`config.mk`:
```
export PLATFORM = sky130hd
export DESIGN_NAME = decimal_amount_codec
export DESIGN_NICKNAME = d
export VERILOG_FILES = /design/src/hdl/dac_pkg.sv /design/src/hdl/dac_cell.sv /design/src/hdl/dac_divider.sv /design/src/hdl/decimal_amount_codec.sv
export SDC_FILE = /design/constraint.sdc
export NUM_CORES = 2
export LEC_CHECK = 0
export ABC_AREA = 1
export BUFFER_PORTS_ARGS = -buffer_cell sky130_fd_sc_hd__buf_2
export CORE_MARGIN = 2
export CORE_UTILIZATION = 53
export DETAILED_ROUTE_END_ITERATION = 16
export PLACE_DENSITY = 0.72
export SETUP_SLACK_MARGIN = 0.5
export SLEW_MARGIN = 20
export SYNTH_ARGS = -nofsm -noshare
export SYNTH_HDL_FRONTEND = slang
export SYNTH_SLANG_ARGS = --single-unit
```
`constraint.sdc`:
```
create_clock -name clock -period 13.4 [get_ports clock]
set_clock_uncertainty 0.1 [all_clocks]
set_input_delay 0.67 -clock clock [delete_from_list [all_inputs] [get_ports clock]]
set_output_delay 0.67 -clock clock [all_outputs]
set_load 0.05 [all_outputs]
```
`src/hdl/dac_pkg.sv`:
```
`timescale 1ns / 1ps
// shared types, constants and functions of the decimal amount codec
package dac_pkg;

   localparam int WordWidth  = 64;
   localparam int DigitWidth = 4;
   localparam int NumCells   = WordWidth / DigitWidth;

   localparam logic [DigitWidth-1:0] ExpLimit = 4'd9;

   typedef enum logic [0:0] {
      ACT_COMPRESS   = 1'b0,
      ACT_DECOMPRESS = 1'b1
   } action_type;

   typedef enum logic [3:0] {
      ST_IDLE,
      ST_CDIV,
      ST_NINE,
      ST_DIGIT,
      ST_SCALE,
      ST_ADD,
      ST_DDIV10,
      ST_DDIV9,
      ST_WIDEN,
      ST_DONE
   } state_type;

   // token and partial remainder handed from one cell to the next lower one
   typedef struct packed {
      logic                  token;
      logic [DigitWidth-1:0] rem;
   } link_type;

   typedef struct packed {
      logic                  done;
      logic [DigitWidth-1:0] rem;
   } div_status_type;

   typedef struct packed {
      logic [DigitWidth-1:0] quo;
      logic [DigitWidth-1:0] rem;
   } digit_div_type;

   typedef struct packed {
      logic [WordWidth-1:0] prod;
      logic                 ovf;
   } scaled_type;

   // one long-division digit step, {rem, nib} < 160, by 9 or 10 via reciprocal
   function automatic digit_div_type digit_div(input logic [DigitWidth-1:0] rem,
                                               input logic [DigitWidth-1:0] nib,
                                               input logic by_nine);
      logic [2*DigitWidth-1:0] v;
      logic [15:0]             prod;
      logic [DigitWidth-1:0]   q;
      logic [2*DigitWidth-1:0] back;
      digit_div_type           r;
      v = {rem, nib};
      if (by_nine) begin
         prod = 16'(v) * 16'd57;
         q    = prod[12:9];
         back = 8'(q) * 8'd9;
      end else begin
         prod = 16'(v) * 16'd205;
         q    = prod[14:11];
         back = 8'(q) * 8'd10;
      end
      r.quo = q;
      r.rem = DigitWidth'(v - back);
      return r;
   endfunction

   // v * 10 wrapped, with a flag when the true product leaves the word
   function automatic scaled_type times_ten(input logic [WordWidth-1:0] v);
      logic [WordWidth+3:0] p;
      scaled_type           r;
      p      = ({4'b0, v} << 3) + ({4'b0, v} << 1);
      r.prod = p[WordWidth-1:0];
      r.ovf  = |p[WordWidth+3:WordWidth];
      return r;
   endfunction

endpackage

```
`src/hdl/dac_cell.sv`:
```
`timescale 1ns / 1ps
// one digit cell of the divider row: holds a nibble, passes the remainder down
module dac_cell (
   input  logic                         clock,
   input  logic                         reset,
   input  logic                         load,
   input  logic [dac_pkg::DigitWidth-1:0] load_nib,
   input  logic                         by_nine,
   input  dac_pkg::link_type            link_in,
   output dac_pkg::link_type            link_out,
   output logic [dac_pkg::DigitWidth-1:0] nib_out
);

   logic [dac_pkg::DigitWidth-1:0] nib_ff, nib_in;
   logic [dac_pkg::DigitWidth-1:0] rem_ff, rem_in;
   logic                           token_ff, token_in;
   dac_pkg::digit_div_type         step;

   assign step = dac_pkg::digit_div(link_in.rem, nib_ff, by_nine);

   always_comb begin
      nib_in   = nib_ff;
      rem_in   = rem_ff;
      token_in = link_in.token & ~load;
      if (load) begin
         nib_in = load_nib;
      end else if (link_in.token) begin
         nib_in = step.quo;
         rem_in = step.rem;
      end
   end

   always_ff @(posedge clock) begin
      if (reset) begin
         token_ff <= 1'b0;
      end else begin
         token_ff <= token_in;
      end
      nib_ff <= nib_in;
      rem_ff <= rem_in;
   end

   assign link_out = {token_ff, rem_ff};
   assign nib_out  = nib_ff;

endmodule

```
`src/hdl/dac_divider.sv`:
```
`timescale 1ns / 1ps
// divide-by-9-or-10 unit built as a row of digit cells, one digit per cycle
module dac_divider (
   input  logic                          clock,
   input  logic                          reset,
   input  logic                          start,
   input  logic [dac_pkg::WordWidth-1:0] operand,
   input  logic                          by_nine,
   output logic [dac_pkg::WordWidth-1:0] quotient,
   output dac_pkg::div_status_type       status
);

   logic              go_ff, go_in;
   logic              by_nine_ff, by_nine_in;
   dac_pkg::link_type links [dac_pkg::NumCells+1];

   always_comb begin
      go_in      = start;
      by_nine_in = start ? by_nine : by_nine_ff;
   end

   always_ff @(posedge clock) begin
      if (reset) begin
         go_ff <= 1'b0;
      end else begin
         go_ff <= go_in;
      end
      by_nine_ff <= by_nine_in;
   end

   // top cell starts with a zero remainder
   assign links[dac_pkg::NumCells] = {go_ff, {dac_pkg::DigitWidth{1'b0}}};

   for (genvar g = 0; g < dac_pkg::NumCells; g++) begin : g_cell
      dac_cell u_cell (
         .clock    (clock),
         .reset    (reset),
         .load     (start),
         .load_nib (operand[g*dac_pkg::DigitWidth +: dac_pkg::DigitWidth]),
         .by_nine  (by_nine_ff),
         .link_in  (links[g+1]),
         .link_out (links[g]),
         .nib_out  (quotient[g*dac_pkg::DigitWidth +: dac_pkg::DigitWidth])
      );
   end

   assign status.done = links[0].token;
   assign status.rem  = links[0].rem;

endmodule

```
`src/hdl/decimal_amount_codec.sv`:
```
`timescale 1ns / 1ps
// top level of the decimal amount codec: sequencer, accumulator and output register
//
//   channel  | ports                         | word
//   ---------+-------------------------------+----------------------------------
//   input    | req_tvalid/tready/tdata/tuser | tdata: value, tuser: action
//   result   | rsp_tvalid/tready/tdata/tuser | tdata: result, tuser: overflow
//
// compress: divide by ten until a nonzero remainder or nine zeros, then times nine, add
// digit - 1, times ten, add exponent + 1; at nine zeros: quotient - 1, times ten, add 10
// decompress: divide by ten, then by nine unless the exponent is nine; zero input: done
// one word in flight; idle again on the edge that loads rsp, so the next word is taken
// on the following edge; a result still held in rsp stalls the sequencer in its done state
// reset is synchronous and clears the sequencer and rsp_tvalid
module decimal_amount_codec (
   input  logic                          clock,
   input  logic                          reset,
   input  logic                          req_tvalid,
   output logic                          req_tready,
   input  logic [dac_pkg::WordWidth-1:0] req_tdata,   // [63:0] value
   input  logic                          req_tuser,   // [0] action
   output logic                          rsp_tvalid,
   input  logic                          rsp_tready,
   output logic [dac_pkg::WordWidth-1:0] rsp_tdata,   // [63:0] result
   output logic                          rsp_tuser    // [0] overflow
);

   dac_pkg::state_type              state_ff, state_in;
   dac_pkg::action_type             mode_ff, mode_in;
   logic [dac_pkg::WordWidth-1:0]   acc_ff, acc_in;
   logic [dac_pkg::DigitWidth-1:0]  exp_ff, exp_in;
   logic [dac_pkg::DigitWidth-1:0]  digit_ff, digit_in;
   logic                            ovf_ff, ovf_in;
   logic                            out_valid_ff, out_valid_in;
   logic [dac_pkg::WordWidth-1:0]   out_data_ff, out_data_in;
   logic                            out_ovf_ff, out_ovf_in;

   logic                            div_start;
   logic [dac_pkg::WordWidth-1:0]   div_operand;
   logic                            div_by_nine;
   logic [dac_pkg::WordWidth-1:0]   div_quotient;
   dac_pkg::div_status_type         div_status;

   dac_pkg::scaled_type             scaled;
   logic [dac_pkg::WordWidth:0]     add_sum;
   logic [dac_pkg::DigitWidth-1:0]  exp_next;

   dac_divider u_divider (
      .clock    (clock),
      .reset    (reset),
      .start    (div_start),
      .operand  (div_operand),
      .by_nine  (div_by_nine),
      .quotient (div_quotient),
      .status   (div_status)
   );

   assign scaled   = dac_pkg::times_ten(acc_ff);
   assign add_sum  = {1'b0, acc_ff} + (dac_pkg::WordWidth+1)'({1'b0, exp_ff} + 5'd1);
   assign exp_next = exp_ff + 4'd1;

   always_comb begin
      state_in     = state_ff;
      mode_in      = mode_ff;
      acc_in       = acc_ff;
      exp_in       = exp_ff;
      digit_in     = digit_ff;
      ovf_in       = ovf_ff;
      out_valid_in = out_valid_ff & ~rsp_tready;
      out_data_in  = out_data_ff;
      out_ovf_in   = out_ovf_ff;
      div_start    = 1'b0;
      div_operand  = div_quotient;
      div_by_nine  = 1'b0;
      req_tready   = (state_ff == dac_pkg::ST_IDLE);

      unique case (state_ff)
         dac_pkg::ST_IDLE: begin
            if (req_tvalid) begin
               mode_in = dac_pkg::action_type'(req_tuser);
               exp_in  = '0;
               ovf_in  = 1'b0;
               if (req_tdata == '0) begin
                  acc_in   = '0;
                  state_in = dac_pkg::ST_DONE;
               end else if (dac_pkg::action_type'(req_tuser) == dac_pkg::ACT_COMPRESS) begin
                  div_start   = 1'b1;
                  div_operand = req_tdata;
                  state_in    = dac_pkg::ST_CDIV;
               end else begin
                  div_start   = 1'b1;
                  div_operand = req_tdata - 64'd1;
                  state_in    = dac_pkg::ST_DDIV10;
               end
            end
         end
         dac_pkg::ST_CDIV: begin
            if (div_status.done) begin
               if (div_status.rem == '0) begin
                  exp_in = exp_next;
                  if (exp_next == dac_pkg::ExpLimit) begin
                     acc_in   = div_quotient - 64'd1;
                     state_in = dac_pkg::ST_SCALE;
                  end else begin
                     div_start = 1'b1;
                  end
               end else begin
                  acc_in   = div_quotient;
                  digit_in = div_status.rem;
                  state_in = dac_pkg::ST_NINE;
               end
            end
         end
         dac_pkg::ST_NINE: begin
            acc_in   = {acc_ff[dac_pkg::WordWidth-4:0], 3'b000} + acc_ff;
            state_in = dac_pkg::ST_DIGIT;
         end
         dac_pkg::ST_DIGIT: begin
            if (mode_ff == dac_pkg::ACT_COMPRESS) begin
               acc_in = acc_ff + 64'(digit_ff - 4'd1);
            end else begin
               acc_in = acc_ff + 64'({1'b0, digit_ff} + 5'd1);
            end
            state_in = dac_pkg::ST_SCALE;
         end
         dac_pkg::ST_SCALE: begin
            if (mode_ff == dac_pkg::ACT_COMPRESS) begin
               acc_in   = scaled.prod;
               ovf_in   = ovf_ff | scaled.ovf;
               state_in = dac_pkg::ST_ADD;
            end else if (exp_ff == '0) begin
               state_in = dac_pkg::ST_DONE;
            end else begin
               acc_in = scaled.prod;
               ovf_in = ovf_ff | scaled.ovf;
               exp_in = exp_ff - 4'd1;
            end
         end
         dac_pkg::ST_ADD: begin
            acc_in   = add_sum[dac_pkg::WordWidth-1:0];
            ovf_in   = ovf_ff | add_sum[dac_pkg::WordWidth];
            state_in = dac_pkg::ST_DONE;
         end
         dac_pkg::ST_DDIV10: begin
            if (div_status.done) begin
               exp_in = div_status.rem;
               if (div_status.rem != dac_pkg::ExpLimit) begin
                  div_start   = 1'b1;
                  div_by_nine = 1'b1;
                  state_in    = dac_pkg::ST_DDIV9;
               end else begin
                  acc_in   = div_quotient + 64'd1;
                  state_in = dac_pkg::ST_SCALE;
               end
            end
         end
         dac_pkg::ST_DDIV9: begin
            if (div_status.done) begin
               acc_in   = div_quotient;
               digit_in = div_status.rem;
               state_in = dac_pkg::ST_WIDEN;
            end
         end
         dac_pkg::ST_WIDEN: begin
            acc_in   = scaled.prod;
            state_in = dac_pkg::ST_DIGIT;
         end
         dac_pkg::ST_DONE: begin
            if (!out_valid_ff || rsp_tready) begin
               out_valid_in = 1'b1;
               out_data_in  = acc_ff;
               out_ovf_in   = ovf_ff;
               state_in     = dac_pkg::ST_IDLE;
            end
         end
         default: begin
            state_in = dac_pkg::ST_IDLE;
         end
      endcase
   end

   always_ff @(posedge clock) begin
      if (reset) begin
         state_ff     <= dac_pkg::ST_IDLE;
         out_valid_ff <= 1'b0;
      end else begin
         state_ff     <= state_in;
         out_valid_ff <= out_valid_in;
      end
      mode_ff     <= mode_in;
      acc_ff      <= acc_in;
      exp_ff      <= exp_in;
      digit_ff    <= digit_in;
      ovf_ff      <= ovf_in;
      out_data_ff <= out_data_in;
      out_ovf_ff  <= out_ovf_in;
   end

   assign rsp_tvalid = out_valid_ff;
   assign rsp_tdata  = out_data_ff;
   assign rsp_tuser  = out_ovf_ff;

endmodule

```
Yosys cells after proc, flatten, opt, wreduce, memory -nomap -nowiden
Index checks and enable logic that the tools add are counted.
- logic and storage cells: 385
- register bits: 290
- output and inout port bits: 67
- input port bits: 69
- eq/ne operators: 28
- multiplexer cells: 117
- bitwise gates (word level): 21
- add/subtract/negate cells: 29
- $mul: 64
- reductions and logical operators: 67
- operators by type and width (kind ; count):
    64-bit two-way mux ; 15
    64-bit one-hot mux with 9 select lines ; 1
    4-bit two-way mux ; 82
    8-bit by 8-bit multiplier with 15-bit output, second input constant ; 15
    8-bit by 6-bit multiplier with 13-bit output, second input constant ; 15
    64-bit adder ; 2
    64-bit by 1-bit subtractor with 64-bit output, second input constant ; 2
    67-bit by 65-bit adder with 68-bit output ; 1
    4-bit AND reduction ; 17
    64-bit by 5-bit adder with 65-bit output ; 1
    64-bit by 1-bit adder with 64-bit output, second input constant ; 1
    64-bit by 5-bit adder with 64-bit output ; 1
    64-bit zero test ; 1
    4-bit subtractor ; 16
    4-bit by 3-bit multiplier with 3-bit output, second input constant ; 15
    4-bit by 4-bit multiplier with 4-bit output, second input constant ; 15
    4-bit one-hot mux with 9 select lines ; 1
    2-bit AND reduction ; 18
    2-bit nonzero test ; 17
    2-bit != test, second input constant ; 10
    1-bit bitwise AND ; 17
    4-bit by 3-bit == test with 1-bit output, second input constant ; 4
    4-bit one-hot mux with 4 select lines ; 1
    7-bit AND reduction ; 2
    other kinds (31) ; 56

Depth between registers and ports, before layout
- word-level depth: 8
- depth in mapped cells: 29
- gate-level depth less buffers: 28

Cells and area by module
From an unflattened synthesis, not the netlist that was laid out.
- cell total of the unflattened synthesis: 11208
- area, all modules: 73010.0 sq um
- by module, submodules not included (module ; area each (sq um) ; seq. area each (sq um) ; instances ; cells each):
    decimal_amount_codec ; 32580.0 ; 4274.1 ; 1 ; 5995
    dac_cell at u_divider.g_cell[0].u_cell ... ; 2541.2 ; 260.2 ; 10 ; 326
    dac_cell at u_divider.g_cell[3].u_cell ... ; 2462.4 ; 260.2 ; 3 ; 320
    dac_cell at u_divider.g_cell[6].u_cell ; 2556.2 ; 260.2 ; 1 ; 335
    dac_cell at u_divider.g_cell[2].u_cell ; 2512.4 ; 260.2 ; 1 ; 327
    dac_cell at u_divider.g_cell[9].u_cell ; 2498.6 ; 260.2 ; 1 ; 326
    dac_divider ; 63.8 ; 50.0 ; 1 ; 5

Worst setup path before layout
Ideal clock, no wire load.
- path kind: register to register
- start point: reg u_divider.g_cell[11].u_cell.nib_ff, in the netlist u_divider.g_cell[11].u_cell.nib_out[1]
- end point: reg u_divider.g_cell[11].u_cell.rem_ff[3] in the netlist's numbering, data pin
- data required time: 13.051 ns
- buffers on the path: 0
- slack: 8.434 ns
- cell stages (with the launch flop): 25
- clock period less this slack: 4.966 ns
- arrival time: 4.616 ns
- library setup time: 0.249 ns
- path through: edfxtp_1 > inv_1 > ha_1 > inv_1 > fa_1 > fa_1 > fa_1 > inv_1 > ha_1 > nand2_1 > inv_1 > a221oi_1 > a21oi_1 > nor2_1 > xor2_1 > nand2_1 > nand2_1 > inv_1 > ha_1 > a21oi_1 > nand2_1 > xor2_1 > nand3b_1 > nand2_1 > inv_1
- RTL lines (item ; RTL line ; text):
    start, declared ; dac_cell.sv:14 ; logic [dac_pkg::DigitWidth-1:0] nib_ff, nib_in;
    start signal, assigned ; dac_cell.sv:39 ; nib_ff <= nib_in;
    end signal, assigned ; dac_cell.sv:40 ; rem_ff <= rem_in;
    end, declared ; dac_cell.sv:15 ; logic [dac_pkg::DigitWidth-1:0] rem_ff, rem_in;

==> results.yml <==
floorplan:
  dieArea_sq_mm: 0.1279
  fp.dieW_um: 357.6
  start_util: 0.5346
  rows: 129
  die_h_um: 357.6
  coreArea_sq_mm: 0.1240
  io_pins: 136
grt:
  use_met1: 0.5213
  grt_busiest_layer: "met2"
  first_global_vias: 68420
  met3_usage: 0.1292
  antenna_found_initial: 17
  overflow: 0
  use_met2: 0.7230
  track_usage: 0.4564
  grt_max_degree: 72
  grt_pass1_wl_mm: 430.8
setup_path:
  crit_chain: "inv_1 -> ha_1 -> inv_1 -> fa_1 -> fa_1 -> fa_1 -> inv_1 -> ha_1 -> a21oi_1 -> nand2_1 -> nand2_1 -> o211ai_1 -> nand3_1 -> nand2_1 -> o21ai_1 -> nand2_1 -> inv_1 -> ha_1 -> a21oi_1 -> nand2_1 -> xor2_1 -> nand3_1 -> nand2_1 -> inv_1"
  cp-end-kind: "flip-flop"
  path_class: "flip-flop to flip-flop"
  cp_slowest_cell: "edfxtp_1"
  path_delay_family: "adder cells"
  start_kind: "flip-flop"
  crit_path_max_incr_delay_ps: 640
  critPathMaxFanout: 6
  arrival_ps: 6280
  crit_buf_inv: 5
  required_ps: 13740
  cpMostUsedCell: "nand2_1"
placement:
  hpwl_mm: 248.2
  gp_congestion: 1.128
  port_buffers: 135
detailed_routing:
  drt_pass1_iterations: 9
  vias: 70610
  drc: 0
  totalWireLength_mm: 297.5
  ant_nets: 0
  first_iter_violations: 8679
  avgRoutedWirePerCell_um: 25.55
  via_per_inst: 6.064
clock_tree:
  post-cts-setup-buffers: 0
  cts_made_buffers: 42
  cts_root_buf: "clkbuf_16"
  cts_sinks: 290
  cts_tree: "done"
  ctsHoldBuffers: 0
  clk_latency_ps: 680
  clockBufferDepth: 3
  post_cts_resize_count: 0
  clk_pin_slew_ps: 60
  cts_max_level: 2
final_layout:
  multi_input_area_sq_mm: 0.05026
  seqCellArea_sq_mm: 0.008488
  fin_nets: 11540
  layout-drive-gt1-share: 0.03912
  syn2layout_area_growth_pct: 6.189
  final_cell_mix: "nand2_1, inv_1, ha_1"
  layout_commonest_cell: "nand2_1"
  nFillCells: 12100
synth:
  async_reset_ff_frac: 0
  ys_types: 67
  ys.warnings.count: 0
  synthFlopType: "edfxtp_1"
  synth_fp_nets: 11440
  synth_edf_count: 268
  synth-seq-area-share: 0.1281
  synth_cells: 9856
  synth.avg_cell_area_sq_um: 6.724
  synth_seq_cells: 290
  synth.cell_area_sq_mm: 0.06627
sta:
  hold_violations: 0
  period_share: 0.4438
  period_needed_ps: 5947
  rsz0062_at_grt: "false"
  max_freq_ghz: 0.1681
  setup_viol: 0
  worstMarginPinSlew_ps: 1307
  relSlewSlack: 0.1208
  slew_viol_final: 0
  fin_setup_tns_ps: 0
outcome:
  status: "finished clean"
min_path:
  hold_class: "input pin to flip-flop"
run:
  maxCapViolations: 0
## state kept, by name, indices dropped and copies added (netlist names), 4 cells and up
name                              count
u_divider.g_cell.u_cell.nib_out      64
rsp_tdata                            64
u_divider.g_cell.u_cell.token_ff     16
acc_ff                               64
u_divider.g_cell.u_cell.rem_ff       64
digit_ff                              4
exp_ff                                4
state_ff                              4
## worst reg2reg max path, cell delays in order, from the launching register on
cell	delay, ps
edfxtp_1	640
inv_1	290
ha_1	390
inv_1	60
fa_1	480
fa_1	520
fa_1	560
inv_1	50
ha_1	300
a21oi_1	220
nand2_1	80
nand2_1	70
o211ai_1	80
nand3_1	70
nand2_1	70
o21ai_1	630
nand2_1	120
inv_1	80
ha_1	260
a21oi_1	150
nand2_1	80
xor2_1	200
nand3_1	110
nand2_1	70
inv_1	30
## per-layer routing
| layer | part of all wire | wire length [um] |
|---|---|---|
| met1 | 0.36 | 106400 |
| met2 | 0.44 | 129700 |
| met3 | 0.11 | 33310 |
| met4 | 0.094 | 27970 |
| met5 | 0.00048 | 143 |
## Yosys cell counts, types with 42 or more instances
library cell | instances | share of area
a21o_1 | 43 | 0.0049
a21oi_1 | 629 | 0.048
clkbuf_1 | 78 | 0.0044
edfxtp_1 | 268 | 0.12
fa_1 | 338 | 0.10
ha_1 | 1172 | 0.22
inv_1 | 1864 | 0.11
nand2_1 | 2099 | 0.12
nand3_1 | 678 | 0.051
nand3b_1 | 42 | 0.0048
nand4_1 | 185 | 0.017
nor2_1 | 1020 | 0.058
nor3_1 | 171 | 0.013
o21ai_0 | 505 | 0.038
o21bai_1 | 67 | 0.0076
or2_2 | 64 | 0.0060
xnor2_1 | 82 | 0.011
xor2_1 | 178 | 0.024
## final timing paths
kind                                                                      start                                             end  slack (ps)  depth (start not counted)
worst max-delay path            u_divider.g_cell[0].u_cell.nib_out[1]$_DFFE_PP_  u_divider.g_cell[0].u_cell.rem_ff[3]$_DFFE_PP_        7450                         24
worst min-delay path                                                 rsp_tready                           rsp_tvalid$_SDFF_PP0_         290                          4
worst max register to register  u_divider.g_cell[0].u_cell.nib_out[1]$_DFFE_PP_  u_divider.g_cell[0].u_cell.rem_ff[3]$_DFFE_PP_        7450                         24
worst min register to register   u_divider.g_cell[5].u_cell.token_ff$_SDFF_PP0_  u_divider.g_cell[4].u_cell.token_ff$_SDFF_PP0_         370                          2
## cell families after synthesis
| group | synth area share |
|---|---|
| AND/OR/NAND/NOR | 0.2803 |
| AO/OA/AOI/OAI | 0.1196 |
| flip-flops | 0.1281 |
| buffers and inverters | 0.1142 |
| XOR/XNOR | 0.03436 |
| adder cells (fa/ha/maj) | 0.3234 |
## stage by stage
stage                     hold slack (ps)  std cells  setup WS [ps]    util  cell area (sq um)
after global routing                312.5      11630           7187  0.5675              70350
after floorplan                     327.5       9856           8434       -              66270
after detailed placement            356.4      11560           7310  0.5556              68870
final                               292.9      11640           7453  0.5677              70370
after global placement              363.0      11560           7426  0.5556              68870
after CTS                           282.2      11630           7288  0.5674              70340
## final cells by class
cell class / count / share of cell area
clock inverters: 31 / 0.005672
well taps: 1637 / 0.02911
inverters: 1879 / 0.1002
repair buffers: 182 / 0.01461
diodes: 10 / 0.0003556
flip-flops and latches: 290 / 0.1206
clock buffers: 47 / 0.01520
multi-input cells: 7567 / 0.7142
Power is not shown: default switching activity piles up to over one toggle a cycle in this logic, so the estimate is an artifact.
